File: config.mk
export PLATFORM = sky130hd
export DESIGN_NAME = led_sweep_tail_frame_generator
export DESIGN_NICKNAME = d
export VERILOG_FILES = /design/src/design/lstf_pkg.sv /design/src/design/led_sweep_tail_frame_generator.sv /design/src/design/lstf_div.sv /design/src/design/lstf_front.sv /design/src/design/lstf_queue.sv /design/src/design/lstf_back.sv
export SDC_FILE = /design/constraint.sdc
export NUM_CORES = 2
export LEC_CHECK = 0
export BUFFER_PORTS_ARGS = -buffer_cell sky130_fd_sc_hd__buf_2
export CAP_MARGIN = 20
export CORE_ASPECT_RATIO = 0.5
export CORE_UTILIZATION = 35
export CTS_CLUSTER_DIAMETER = 50
export DETAILED_ROUTE_END_ITERATION = 6
export GPL_ROUTABILITY_DRIVEN = 0
export HOLD_SLACK_MARGIN = 0.02
export PLACE_DENSITY = 0.5
export SLEW_MARGIN = 20
export SYNTH_ARGS = -nofsm -noshare
export SYNTH_HDL_FRONTEND = slang
export SYNTH_SLANG_ARGS = --single-unit
File: constraint.sdc
create_clock -name clock -period 7.65 [get_ports clock]
set_input_delay 0.765 -clock clock [delete_from_list [all_inputs] [get_ports clock]]
set_output_delay 0.765 -clock clock [all_outputs]
set_load 0.01 [all_outputs]
File: src/design/lstf_pkg.sv
// shared types, constants and helpers of the sweep-with-tail frame generator
package lstf_pkg;

   // fixed widths of the stream fields
   localparam int DT_W       = 16;
   localparam int SPEED_W    = 8;
   localparam int COLOR_W    = 24;
   localparam int LUMA_W     = 8;
   localparam int FIRST_W    = 9;
   localparam int LANES      = 8;
   localparam int REQ_DATA_W = 16;
   localparam int RSP_DATA_W = 104;
   localparam int CSR_IDX_W  = 2;

   // register indexes of the control port
   localparam logic [CSR_IDX_W-1:0] CSR_SPEED = 2'd0;
   localparam logic [CSR_IDX_W-1:0] CSR_TINT  = 2'd1;

   localparam logic [SPEED_W-1:0] SPEED_RESET = 8'd50;
   localparam logic [COLOR_W-1:0] TINT_RESET  = 24'hffffff;

   // speed 50 means one pass per second
   localparam int SPEED_UNIT = 50;

   // dt*speed fits 24 bits; the step is below 2^19 and the phase below 2^14,
   // so step plus phase fits 20 bits
   localparam int PROD_W = DT_W + SPEED_W;
   localparam int SUM_W  = 20;

   // head column fits 64 columns
   localparam int HEAD_W = 6;

   // tail lengths
   localparam int DIST_W = 4;
   localparam logic [DIST_W:0] TAIL_SHORT = 5'd8;
   localparam logic [DIST_W:0] TAIL_LONG  = 5'd16;
   localparam logic [LUMA_W-1:0] LUMA_TOP = 8'd255;

   typedef enum logic [2:0] {
      F_IDLE,
      F_MUL,
      F_STEP,
      F_SUM,
      F_PASS,
      F_PHASE,
      F_HEAD,
      F_PUSH
   } front_state_type;

   // one classified tick handed from front to back
   typedef struct packed {
      logic [HEAD_W-1:0] head;
      logic              long_tail;
      logic              wrapped;
   } job_type;

   // 255 - 240*d/tail; the tail is 8 or 16 so the step is 30 or 15
   function automatic logic [LUMA_W-1:0] luma_of(input logic [DIST_W-1:0] d,
                                                 input logic long_tail);
      logic [LUMA_W+1:0] drop;
      begin
         if (long_tail) begin
            drop = 10'(d) * 10'd15;
         end else begin
            drop = 10'(d) * 10'd30;
         end
         luma_of = LUMA_TOP - drop[LUMA_W-1:0];
      end
   endfunction

endpackage

File: src/design/led_sweep_tail_frame_generator.sv
// top level of the sweep-with-tail frame generator
//
// req channel: one tick word per frame, elapsed milliseconds in tdata and the
//   button-held flag in tuser. the front end takes the tick, advances the sweep
//   phase by elapsed*speed/50 modulo one pass and finds the head column.
// rsp channel: one word per 8-pixel span, ceil(PIXELS/8) words per tick, in
//   pixel order; tlast marks the last span, tuser carries the wrap flag there.
// csr channel: index 0 is speed, index 1 is the tint color; always ready. the user
//   must write only while no tick is in flight; the block does not enforce it.
// front end: one tick at a time, a multiply, then the divisions by 50, by the
//   pass length and by ms per column as reciprocal multiplies.
// throughput: one span word per cycle while the receiver is ready; the span
//   engine's output rate sets the tick rate.
// a two-entry queue sits between front and back, so the next tick is worked
//   on while the current frame is still streaming out.
// reset: phase goes to zero, speed to 50, tint to white, all channels empty.
// receiver stall: the span word holds in the output register, the span engine
//   halts, and the queue and front end back up until ready returns.
module led_sweep_tail_frame_generator
   import lstf_pkg::*;
#(
   parameter int COLUMNS    = 40,
   parameter int PIXELS     = 480,
   parameter int MS_PER_COL = 25
)
(
   input  logic                  clock,
   input  logic                  reset,
   // tick words
   input  logic                  req_tvalid,
   output logic                  req_tready,
   input  logic [REQ_DATA_W-1:0] req_tdata,   // [15:0] elapsed_ms
   input  logic [0:0]            req_tuser,   // [0] button_held
   // span words
   output logic                  rsp_tvalid,
   input  logic                  rsp_tready,
   // [8:0] span_first_pixel, [32:9] span_color, [40:33] luma_p0 .. [96:89] luma_p7,
   // [103:97] zero
   output logic [RSP_DATA_W-1:0] rsp_tdata,
   output logic                  rsp_tlast,   // last_span
   output logic [0:0]            rsp_tuser,   // [0] cycle_boundary
   // register writes
   input  logic                  csr_valid,
   output logic                  csr_ready,
   input  logic [CSR_IDX_W-1:0]  csr_index,
   input  logic [COLOR_W-1:0]    csr_wdata
);

   logic [SPEED_W-1:0] speed_ff;
   logic [COLOR_W-1:0] tint_ff;

   logic               job_push_valid, job_push_ready;
   job_type            job_push;
   logic               job_pop_valid, job_pop_ready;
   job_type            job_pop;

   logic [FIRST_W-1:0] span_first_pixel;
   logic [COLOR_W-1:0] span_color;
   logic [LUMA_W-1:0]  luma [LANES];
   logic               last_span;
   logic               cycle_boundary;

   // control registers, unknown indexes are dropped
   assign csr_ready = 1'b1;

   always_ff @(posedge clock) begin
      if (reset) begin
         speed_ff <= SPEED_RESET;
         tint_ff  <= TINT_RESET;
      end else if (csr_valid) begin
         unique case (csr_index)
            CSR_SPEED: speed_ff <= csr_wdata[SPEED_W-1:0];
            CSR_TINT:  tint_ff  <= csr_wdata;
            default: ;
         endcase
      end
   end

   lstf_front #(
      .COLUMNS    (COLUMNS),
      .MS_PER_COL (MS_PER_COL)
   ) u_front (
      .clock       (clock),
      .reset       (reset),
      .req_valid   (req_tvalid),
      .req_ready   (req_tready),
      .elapsed_ms  (req_tdata[DT_W-1:0]),
      .button_held (req_tuser[0]),
      .speed       (speed_ff),
      .job_valid   (job_push_valid),
      .job_ready   (job_push_ready),
      .job         (job_push)
   );

   lstf_queue u_queue (
      .clock      (clock),
      .reset      (reset),
      .push_valid (job_push_valid),
      .push_ready (job_push_ready),
      .push_job   (job_push),
      .pop_valid  (job_pop_valid),
      .pop_ready  (job_pop_ready),
      .pop_job    (job_pop)
   );

   lstf_back #(
      .COLUMNS (COLUMNS),
      .PIXELS  (PIXELS)
   ) u_back (
      .clock            (clock),
      .reset            (reset),
      .job_valid        (job_pop_valid),
      .job_ready        (job_pop_ready),
      .job              (job_pop),
      .tint_color       (tint_ff),
      .rsp_valid        (rsp_tvalid),
      .rsp_ready        (rsp_tready),
      .span_first_pixel (span_first_pixel),
      .span_color       (span_color),
      .luma             (luma),
      .last_span        (last_span),
      .cycle_boundary   (cycle_boundary)
   );

   // pack the span word, first field lowest
   assign rsp_tdata = {7'd0,
                       luma[7], luma[6], luma[5], luma[4],
                       luma[3], luma[2], luma[1], luma[0],
                       span_color, span_first_pixel};
   assign rsp_tlast    = last_span;
   assign rsp_tuser[0] = cycle_boundary;

endmodule

File: src/design/lstf_div.sv
// division by a constant through a reciprocal multiply, registered quotient
module lstf_div #(
   parameter int IN_W    = 24,
   parameter int DIVISOR = 50
)
(
   input  logic            clock,
   input  logic            load,
   input  logic [IN_W-1:0] num,
   output logic [IN_W-1:0] quot
);

   // rounded-up reciprocal with a shift of IN_W + ceil(log2 d) is exact for any IN_W-bit value
   localparam int SHIFT   = IN_W + $clog2(DIVISOR);
   localparam int RECIP_W = IN_W + 1;
   localparam int MUL_W   = 2 * IN_W + 1;
   localparam longint unsigned RECIP_FULL =
      ((64'd1 << SHIFT) + 64'(DIVISOR) - 64'd1) / 64'(DIVISOR);
   localparam logic [RECIP_W-1:0] RECIP = RECIP_W'(RECIP_FULL);

   logic [MUL_W-1:0] prod;
   logic [IN_W-1:0]  quot_ff, quot_in;

   assign prod    = MUL_W'(num) * MUL_W'(RECIP);
   assign quot_in = IN_W'(prod >> SHIFT);

   always_ff @(posedge clock) begin
      if (load) begin
         quot_ff <= quot_in;
      end
   end

   assign quot = quot_ff;

endmodule

File: src/design/lstf_front.sv
// tick front end: phase update, wrap detect and head column
module lstf_front
   import lstf_pkg::*;
#(
   parameter int COLUMNS    = 40,
   parameter int MS_PER_COL = 25
)
(
   input  logic               clock,
   input  logic               reset,
   input  logic               req_valid,
   output logic               req_ready,
   input  logic [DT_W-1:0]    elapsed_ms,
   input  logic               button_held,
   input  logic [SPEED_W-1:0] speed,
   output logic               job_valid,
   input  logic               job_ready,
   output job_type            job
);

   localparam int PASS_MS = COLUMNS * MS_PER_COL;
   localparam int PHASE_W = $clog2(PASS_MS);

   front_state_type state_ff, state_in;

   logic [DT_W-1:0]    dt_ff;
   logic               held_ff;
   logic [PROD_W-1:0]  prod_ff;
   logic [SUM_W-1:0]   sum_ff;
   logic [PHASE_W-1:0] phase_ff;
   logic               wrap_ff;

   logic               step_load, pass_load, head_load;
   logic [PROD_W-1:0]  step_q;
   logic [SUM_W-1:0]   pass_q;
   logic [PHASE_W-1:0] head_q;
   logic [SUM_W-1:0]   pass_rem;
   logic [PHASE_W-1:0] new_phase;

   // step = dt*speed/50
   lstf_div #(
      .IN_W    (PROD_W),
      .DIVISOR (SPEED_UNIT)
   ) u_div_step (
      .clock (clock),
      .load  (step_load),
      .num   (prod_ff),
      .quot  (step_q)
   );

   // whole passes in old phase plus step
   lstf_div #(
      .IN_W    (SUM_W),
      .DIVISOR (PASS_MS)
   ) u_div_pass (
      .clock (clock),
      .load  (pass_load),
      .num   (sum_ff),
      .quot  (pass_q)
   );

   // head column of the new phase
   lstf_div #(
      .IN_W    (PHASE_W),
      .DIVISOR (MS_PER_COL)
   ) u_div_head (
      .clock (clock),
      .load  (head_load),
      .num   (phase_ff),
      .quot  (head_q)
   );

   assign pass_rem  = sum_ff - SUM_W'(pass_q * SUM_W'(PASS_MS));
   assign new_phase = pass_rem[PHASE_W-1:0];

   always_ff @(posedge clock) begin
      if (reset) begin
         state_ff <= F_IDLE;
      end else begin
         state_ff <= state_in;
      end
   end

   always_comb begin
      state_in  = state_ff;
      req_ready = 1'b0;
      job_valid = 1'b0;
      step_load = 1'b0;
      pass_load = 1'b0;
      head_load = 1'b0;
      unique case (state_ff)
         F_IDLE: begin
            req_ready = 1'b1;
            if (req_valid) state_in = F_MUL;
         end
         F_MUL: state_in = F_STEP;
         F_STEP: begin
            step_load = 1'b1;
            state_in  = F_SUM;
         end
         F_SUM: state_in = F_PASS;
         F_PASS: begin
            pass_load = 1'b1;
            state_in  = F_PHASE;
         end
         F_PHASE: state_in = F_HEAD;
         F_HEAD: begin
            head_load = 1'b1;
            state_in  = F_PUSH;
         end
         F_PUSH: begin
            job_valid = 1'b1;
            if (job_ready) state_in = F_IDLE;
         end
      endcase
   end

   always_ff @(posedge clock) begin
      if (reset) begin
         phase_ff <= '0;
      end else if (state_ff == F_PHASE) begin
         phase_ff <= new_phase;
      end
   end

   always_ff @(posedge clock) begin
      if (state_ff == F_IDLE && req_valid) begin
         dt_ff   <= elapsed_ms;
         held_ff <= button_held;
      end
      if (state_ff == F_MUL) begin
         prod_ff <= PROD_W'(dt_ff) * PROD_W'(speed);
      end
      if (state_ff == F_SUM) begin
         // add the old phase to the step
         sum_ff <= SUM_W'(step_q) + SUM_W'(phase_ff);
      end
      if (state_ff == F_PHASE) begin
         wrap_ff <= new_phase < phase_ff;
      end
   end

   assign job.head      = HEAD_W'(head_q);
   assign job.long_tail = held_ff;
   assign job.wrapped   = wrap_ff;

endmodule

File: src/design/lstf_queue.sv
// two-entry job queue between front and back
module lstf_queue
   import lstf_pkg::*;
(
   input  logic    clock,
   input  logic    reset,
   input  logic    push_valid,
   output logic    push_ready,
   input  job_type push_job,
   output logic    pop_valid,
   input  logic    pop_ready,
   output job_type pop_job
);

   job_type    entry_ff [2];
   logic       wr_ptr_ff, rd_ptr_ff;
   logic [1:0] count_ff;
   logic       do_push, do_pop;

   assign push_ready = count_ff != 2'd2;
   assign pop_valid  = count_ff != 2'd0;
   assign pop_job    = entry_ff[rd_ptr_ff];
   assign do_push    = push_valid && push_ready;
   assign do_pop     = pop_valid && pop_ready;

   always_ff @(posedge clock) begin
      if (reset) begin
         wr_ptr_ff <= 1'b0;
         rd_ptr_ff <= 1'b0;
         count_ff  <= 2'd0;
      end else begin
         if (do_push) wr_ptr_ff <= ~wr_ptr_ff;
         if (do_pop)  rd_ptr_ff <= ~rd_ptr_ff;
         if (do_push && !do_pop) begin
            count_ff <= count_ff + 2'd1;
         end else if (do_pop && !do_push) begin
            count_ff <= count_ff - 2'd1;
         end
      end
   end

   always_ff @(posedge clock) begin
      if (do_push) entry_ff[wr_ptr_ff] <= push_job;
   end

endmodule

File: src/design/lstf_back.sv
// span engine: walks the frame into an output register, one 8-pixel span per cycle while not stalled
module lstf_back
   import lstf_pkg::*;
#(
   parameter int COLUMNS = 40,
   parameter int PIXELS  = 480
)
(
   input  logic               clock,
   input  logic               reset,
   input  logic               job_valid,
   output logic               job_ready,
   input  job_type            job,
   input  logic [COLOR_W-1:0] tint_color,
   output logic               rsp_valid,
   input  logic               rsp_ready,
   output logic [FIRST_W-1:0] span_first_pixel,
   output logic [COLOR_W-1:0] span_color,
   output logic [LUMA_W-1:0]  luma [LANES],
   output logic               last_span,
   output logic               cycle_boundary
);

   localparam int SPAN_COUNT = (PIXELS + 7) / 8;
   localparam int SPAN_W     = (SPAN_COUNT > 1) ? $clog2(SPAN_COUNT) : 1;
   localparam int PIX_W      = SPAN_W + 4;
   localparam int COL_W      = $clog2(COLUMNS);

   logic               active_ff;
   job_type            job_ff;
   logic [SPAN_W-1:0]  span_ff;
   logic [COL_W-1:0]   col_base_ff;

   logic               rsp_valid_ff;
   logic [FIRST_W-1:0] first_ff;
   logic [COLOR_W-1:0] color_ff;
   logic [LUMA_W-1:0]  luma_ff [LANES];
   logic               last_ff;
   logic               bound_ff;

   logic               advance, is_last, take_job;
   logic [COL_W:0]     next_base;
   logic [COL_W-1:0]   head;
   logic [PIX_W-1:0]   pix_base;
   logic [COL_W:0]     col_k  [LANES];
   logic [COL_W:0]     dist_k [LANES];
   logic [PIX_W-1:0]   pix_k  [LANES];
   logic [LUMA_W-1:0]  luma_k [LANES];
   logic [DIST_W:0]    tail_len;

   assign advance   = active_ff && (!rsp_valid_ff || rsp_ready);
   assign is_last   = span_ff == SPAN_W'(SPAN_COUNT - 1);
   assign take_job  = job_valid && (!active_ff || (advance && is_last));
   assign job_ready = take_job;

   assign head     = job_ff.head[COL_W-1:0];
   assign pix_base = PIX_W'({span_ff, 3'b000});
   assign tail_len = job_ff.long_tail ? TAIL_LONG : TAIL_SHORT;

   always_comb begin
      next_base = {1'b0, col_base_ff} + (COL_W+1)'(LANES);
      if (next_base >= (COL_W+1)'(COLUMNS)) begin
         next_base = next_base - (COL_W+1)'(COLUMNS);
      end
   end

   // per pixel: column, distance behind the head, luma
   always_comb begin
      for (int k = 0; k < LANES; k++) begin
         col_k[k] = {1'b0, col_base_ff} + (COL_W+1)'(k);
         if (col_k[k] >= (COL_W+1)'(COLUMNS)) begin
            col_k[k] = col_k[k] - (COL_W+1)'(COLUMNS);
         end
         if ({1'b0, head} >= col_k[k]) begin
            dist_k[k] = {1'b0, head} - col_k[k];
         end else begin
            dist_k[k] = {1'b0, head} + (COL_W+1)'(COLUMNS) - col_k[k];
         end
         pix_k[k] = pix_base + PIX_W'(k);
         if (pix_k[k] >= PIX_W'(PIXELS)) begin
            luma_k[k] = '0;
         end else if (7'(dist_k[k]) < 7'(tail_len)) begin
            luma_k[k] = luma_of(dist_k[k][DIST_W-1:0], job_ff.long_tail);
         end else begin
            luma_k[k] = '0;
         end
      end
   end

   always_ff @(posedge clock) begin
      if (reset) begin
         active_ff    <= 1'b0;
         rsp_valid_ff <= 1'b0;
      end else begin
         if (take_job) begin
            active_ff <= 1'b1;
         end else if (advance && is_last) begin
            active_ff <= 1'b0;
         end
         if (advance) begin
            rsp_valid_ff <= 1'b1;
         end else if (rsp_ready) begin
            rsp_valid_ff <= 1'b0;
         end
      end
   end

   always_ff @(posedge clock) begin
      if (take_job) begin
         job_ff      <= job;
         span_ff     <= '0;
         col_base_ff <= '0;
      end else if (advance) begin
         span_ff     <= span_ff + SPAN_W'(1);
         col_base_ff <= next_base[COL_W-1:0];
      end
      if (advance) begin
         first_ff <= FIRST_W'(pix_base);
         color_ff <= tint_color;
         luma_ff  <= luma_k;
         last_ff  <= is_last;
         bound_ff <= is_last && job_ff.wrapped;
      end
   end

   assign rsp_valid        = rsp_valid_ff;
   assign span_first_pixel = first_ff;
   assign span_color       = color_ff;
   assign luma             = luma_ff;
   assign last_span        = last_ff;
   assign cycle_boundary   = bound_ff;

endmodule

==> After elaboration in Yosys (flattened, before gate mapping) <==
Memory sizes are Yosys's and may differ from the RTL's. A register that Yosys moved wholly into a read port is not among the register bits.
Index checks and enable logic that the tools add are counted.
Widths: inputs -> output; s select.
{ "word_totals": {"ff_bits": 257, "ram_bits": 16, "input_bits": 48, "out_inout_bits": 109, "wordCells": 253, "mem_count": 1} }
{ "memory_table": {"columns": ["memory", "depth", "width", "read_ports", "rd_ports_with_merged_regs", "write_ports", "line", "source"], "rows": [
  ["u_queue.entry_ff", 2, 8, 1, 1, 1, "lstf_queue.sv:15", "job_type entry_ff [2];"]
]} }
{ "classes": {"n_addsub": 54, "multipliers": 21, "n_lt_le_gt_ge": 34, "eq_ne": 12, "muxes": 58, "bitwise_logic": 10, "n_reduce_logical": 32} }
{ "ops": {"columns": ["cell", "n"], "rows": [
  ["$mux 8", 24],
  ["$mux 7", 16],
  ["$ge 10x9->1 const B", 7],
  ["$mul 4x4->8 const B", 8],
  ["$sub 8x8->8 const A", 8],
  ["$ge 6x7->1", 8],
  ["$ge 7x6->1 const B", 8],
  ["$lt 7x5->1", 8],
  ["$mul 4x4->7 const B", 8],
  ["$sub 6x7->7", 8],
  ["$sub 7x7->7", 8],
  ["$mul 24x25->49 const B", 1],
  ["$sub 7x6->7 const B", 7],
  ["$add 9x3->10 const B", 4],
  ["$mul 20x20->40 const B", 1],
  ["$add 6x3->7 const B", 4],
  ["$mul 16x8->24", 1],
  ["$pmux 3 s8", 1],
  ["$mul 10x11->21 const B", 1],
  ["$add 19x10->20", 1],
  ["$add 9x2->10 const B", 2],
  ["$reduce_or 2->1", 8],
  ["$add 6x2->7 const B", 2],
  ["$eq 3x3->1 const B", 4],
  ["33 further kinds", 73]
]} }

==> Logic depth before layout (Yosys ltp) <==
{ "depth": {"depth_word": 10, "mapped_depth": 26, "ltp_nobuf": 25} }

==> By module <==
A second synthesis with hierarchy kept.
{ "hier_totals": {"hier_cells": 3905, "hier_area_um2": 38707.1} }
{ "by_module_without_submodules": {"columns": ["module", "instances", "cells_per_inst", "area_per_inst_um2", "seq_area_each_um2"], "rows": [
  ["lstf_div at u_front.u_div_step", 1, 1102, 10809.1, 570.5],
  ["lstf_back", 1, 1000, 9821.9, 3343.2],
  ["lstf_front", 1, 786, 7901.3, 2122.0],
  ["lstf_div at u_front.u_div_pass", 1, 592, 5769.3, 330.3],
  ["lstf_div at u_front.u_div_head", 1, 228, 2220.9, 180.2],
  ["led_sweep_tail_frame_generator", 1, 148, 1386.3, 640.6],
  ["lstf_queue", 1, 49, 798.3, 580.6]
]} }

==> Least setup slack after synthesis <==
OpenSTA, ideal clock, no wires.
{ "synth_path": {"path_kind": "register to register", "start": "register u_front.prod_ff[7]", "end": "register u_front.u_div_step.quot_ff[16], in the netlist u_front.u_div_step.quot[16], data pin", "setup_time_ns": 0.265, "arrival_ns": 6.100, "required_time_ns": 7.385, "slack_ns": 1.285, "path_stages_with_launch": 24, "path_buffers": 0, "synth_period_minus_slack_ns": 6.365, "path_cell_list": "edfxtp_1 inv_1 fa_1 inv_1 fa_1 inv_1 fa_1 inv_1 fa_1 fa_1 fa_1 inv_1 fa_1 inv_1 ha_1 a21oi_1 o21ai_0 a211oi_1 nand3_1 o211ai_1 a21oi_1 o31ai_1 o21ai_0 xor2_1"} }
{ "synth_between": {"elab_chain_len": 1} }
{ "synth_rtl": {"columns": ["item", "line", "source"], "rows": [
  ["start: declaration", "lstf_front.sv:28", "logic [PROD_W-1:0] prod_ff;"],
  ["start signal: assignment", "lstf_front.sv:132", "prod_ff <= PROD_W'(dt_ff) * PROD_W'(speed);"],
  ["$mul 24x25->49", "lstf_div.sv:24", "assign prod = MUL_W'(num) * MUL_W'(RECIP);"],
  ["via u_front.u_div_step.prod[46]", "lstf_div.sv:21", "logic [MUL_W-1:0] prod;"],
  ["end signal: assignment", "lstf_div.sv:29", "quot_ff <= quot_in;"],
  ["end: declaration", "lstf_div.sv:22", "logic [IN_W-1:0] quot_ff, quot_in;"]
]} }
The timed path passes the listed nets, and every way through them passes these cells.
A chain may end at the register's enable or synchronous reset.

==> Final worst setup path <==
{ "layout_path": {"start": "register u_front.prod_ff[4]", "end": "register u_front.u_div_step.quot_ff[16], in the netlist u_front.u_div_step.quot[16], data pin"} }
Same word-level chain as after synthesis.

==> results.sh <==
export IMPL_status="finished clean"
export IMPL_cts_tree="built"
export IMPL_fin_crit_sh_pct=90.3
export IMPL_grtUsageTotal_pct=16.3
export IMPL_cts_root_buf="clkbuf_16"
export IMPL_synth_edf_count=214
export IMPL_ios=157
export IMPL_coreArea_um2=101000
export IMPL_postCtsSetupBuffers=0
export IMPL_rr_worst_depth=21
export IMPL_slew_headroom_pct=28.2
export IMPL_io_buffers=145
export IMPL_drtPass1Iterations=5
export IMPL_fmax_mhz=145
export IMPL_postSynthCellCount=3569
export IMPL_seq_area_frac_synth_pct=21.2
export IMPL_yosys_area_top_type="fa_1"
export IMPL_grt_max_degree=77
export IMPL_holdPathEnd="u_front.held_ff"
export IMPL_cts_resized=0
export IMPL_grt_pass1_vias=25369
export IMPL_htreeDepth=2
export IMPL_ant_nets=0
export IMPL_vias=23914
export IMPL_cts_buffers=36
export IMPL_min_from="req_tuser"
export IMPL_drt_iter0_drc=1046
export IMPL_hold_path_class="input port to register"
export IMPL_synth_top_area_share_pct=24.0
export IMPL_initial_core_util_pct=35.6
export IMPL_route_detailed_wl_per_inst_um=16.3
export IMPL_drv_cap=0
export IMPL_die_area_um2=104000
export IMPL_cp_data_required_time_ns=7.94
export IMPL_dp_hpwl_mm=69.1
export IMPL_overflow=0
export IMPL_slew_violations=0
export IMPL_drcViolationCount=0
export IMPL_tns_ns=0
export IMPL_grt_pass1_wl_mm=136
export IMPL_synthToLayoutAreaGrowth_pct=9.66
export IMPL_worst_slew_pin_slew_ns=1.07
export IMPL_ys_flop_type="edfxtp_1"
export IMPL_start_kind="register"
export IMPL_die_y_um=229
export IMPL_r2r_end="u_front.u_div_step.quot[16]"
export IMPL_setup_violations=0
export IMPL_rsz0062_at_grt="false"
export IMPL_cts_sinks=274
export IMPL_end_kind="register"
export IMPL_yosysUniqueCellTypes=78
export IMPL_die_x_um=456
export IMPL_netlist_area_um2=36100
export IMPL_ys_ff_latch=274
export IMPL_ys_top_cells_by_area="fa_1 (24%), ha_1 (24%), edfxtp_1 (18%), inv_1 (8.0%), dfxtp_1 (3.3%)"
export IMPL_insertion_delay_ns=0.56
export IMPL_vias_per_cell=4.71
export IMPL_critPathKind="register to register"
export IMPL_r2r_start="u_front.prod_ff[4]"
export IMPL_nFillCells=10013
export IMPL_hold_viol=0
export IMPL_antenna_found_initial=1
export IMPL_rrSetupSlack_ns=0.74
export IMPL_min_period_ns=6.91
export IMPL_syn_area_per_cell_um2=10.1
export IMPL_finClkSkew_ns=0.0373
export IMPL_hold_buffers=0
export IMPL_drive_gt1_share_pct=7.18
export IMPL_crit_fanout=10
export IMPL_fp_row_count=82
export IMPL_critPathArrivalTime_ns=7.20
export IMPL_yosysWarnings=0
export IMPL_cts_clk_slew_worst_paths_ns=0.07
export IMPL_layout_nets=4875
export IMPL_clock_path_buffers=3
export IMPL_worstHoldPathCells=1
export IMPL_totalWireLength_mm=82.9
export IMPL_synthArstFlopShare_pct=0
worst max-delay path, stage by stage (launching register included):
cell and delay (ns):
edfxtp_1 0.67, fa_1 0.58, fa_1 0.53, inv_1 0.05
fa_1 0.47, inv_1 0.05, fa_1 0.51, fa_1 0.44
fa_1 0.54, inv_1 0.05, fa_1 0.53, inv_1 0.04
ha_1 0.33, a21oi_1 0.19, o21bai_1 0.10, a211oi_1 0.25
nand3_1 0.21, o211ai_1 0.25, a21oi_1 0.10, o31ai_1 0.41
o21ai_0 0.18, xor2_1 0.16
through the flow:
step	area [um^2]	std cells	setup slack (ns)	utilization, %	hold WS [ns]
finish	39500	5077	0.739	39.1	0.373
global route	39500	5076	0.344	39.1	0.339
CTS	39500	5076	0.771	39.1	0.333
detailed placement	38300	5011	0.782	37.9	0.415
global placement	38300	5011	0.839	37.9	0.412
floorplan	36100	3578	1.28	-	0.408
synth_stat cells, types with 5 or more instances:
cell type  count
a211oi_1      32
a21boi_0      11
a21o_1        58
a21oi_1      160
a31oi_1       12
and2_1        69
and3_1        11
buf_2          8
buf_4         12
clkbuf_1      48
dfxtp_1       60
edfxtp_1     214
fa_1         433
ha_1         689
inv_1        770
mux2_2         9
mux2i_1        9
nand2_1      216
nand2b_1      12
nand3_1       33
nand3b_1      26
nand4_1       16
nor2_1       184
nor2b_1       24
nor3_1        35
o211ai_1      12
o21a_1        15
o21ai_0       78
o21ai_1        5
o21bai_1      22
o31ai_1       11
or2_2          7
or3_1          5
xnor2_1      126
xor2_1        59
state kept, by name, indices dropped and copies added (netlist names), 7 cells and up:
signal,cells
u_front.u_div_step.quot,19
u_front.prod_ff,24
u_queue.entry_ff,16
u_front.u_div_pass.quot,7
u_front.phase_ff,10
tint_ff,24
u_back.span_color,24
speed_ff,8
u_front.dt_ff,16
u_front.sum_ff,20
u_back.luma,64
placed cells by master (no fill, tap or decap), types with 7 or more instances in the layout:
master / Yosys / routed
inv_1: 770 / 770
or2_2: 7 / 7
o211ai_1: 12 / 12
a21boi_0: 11 / 11
xor2_1: 59 / 59
a31oi_1: 12 / 12
xnor2_1: 126 / 126
dfxtp_1: 60 / 60
a211oi_1: 32 / 32
nand3_1: 33 / 33
nand4_1: 16 / 16
buf_2: 8 / 145
inv_6: 0 / 9
nand2_1: 216 / 216
a21oi_1: 160 / 159
a21o_1: 58 / 58
fa_1: 433 / 433
edfxtp_1: 214 / 214
nand2b_1: 12 / 12
conb_1: 2 / 11
o31ai_1: 11 / 11
nor3_1: 35 / 35
and3_1: 11 / 11
mux2_2: 9 / 9
o21ai_0: 78 / 78
mux2i_1: 9 / 9
and2_1: 69 / 68
nand3b_1: 26 / 26
nor2b_1: 24 / 22
ha_1: 689 / 689
nor2_1: 184 / 183
clkbuf_16: 0 / 37
o21a_1: 15 / 15
o21bai_1: 22 / 22
buf_4: 12 / 16
worst max-delay path by stage:
stage	to	startpoint
final	u_front.u_div_step.quot[16]	u_front.prod_ff[4]
after detailed placement	u_front.u_div_step.quot[16]	u_front.prod_ff[7]
after global routing	u_front.u_div_step.quot[16]	u_front.prod_ff[4]
after floorplan	u_front.u_div_step.quot[16]	u_front.prod_ff[7]
after global placement	u_front.u_div_step.quot[16]	u_front.prod_ff[7]
after CTS	u_front.u_div_step.quot[17]	u_front.prod_ff[4]
layer usage:
layer	GRT usage (%)	wire (um)	vias to the layer above
met2	27.6	39300	318
met1	21.5	38300	11638
met5	0	0	-
met3	2.71	3340	96
li1	-	-	11862
met4	4.06	1920	0
cell families after synthesis:
logic type	synth area share, %
DFF	21.2
buffers and inverters	8.99
and+or+nand+nor	8.67
muxes	0.531
xor gates and xnor gates	4.61
AOI/OAI and AO/OA	8.08
adders and majority gates	47.9
other	0.0208
layout make-up:
cell class                 instances  area (um^2)  area share (%)
multi-input combinational       2459        25200            63.8
sequential                       274         7630            19.3
clock buffer                      40          937            2.37
clock inverter                    25          308           0.778
tap                             1344         1680            4.25
antenna                            1         2.50         0.00633
timing repair buffer             161          846            2.14
inverter                         773         2900            7.34
Power is left out: the tool's default activity adds up to more than one toggle a clock period on the data nets, which glitch-free logic cannot reach.
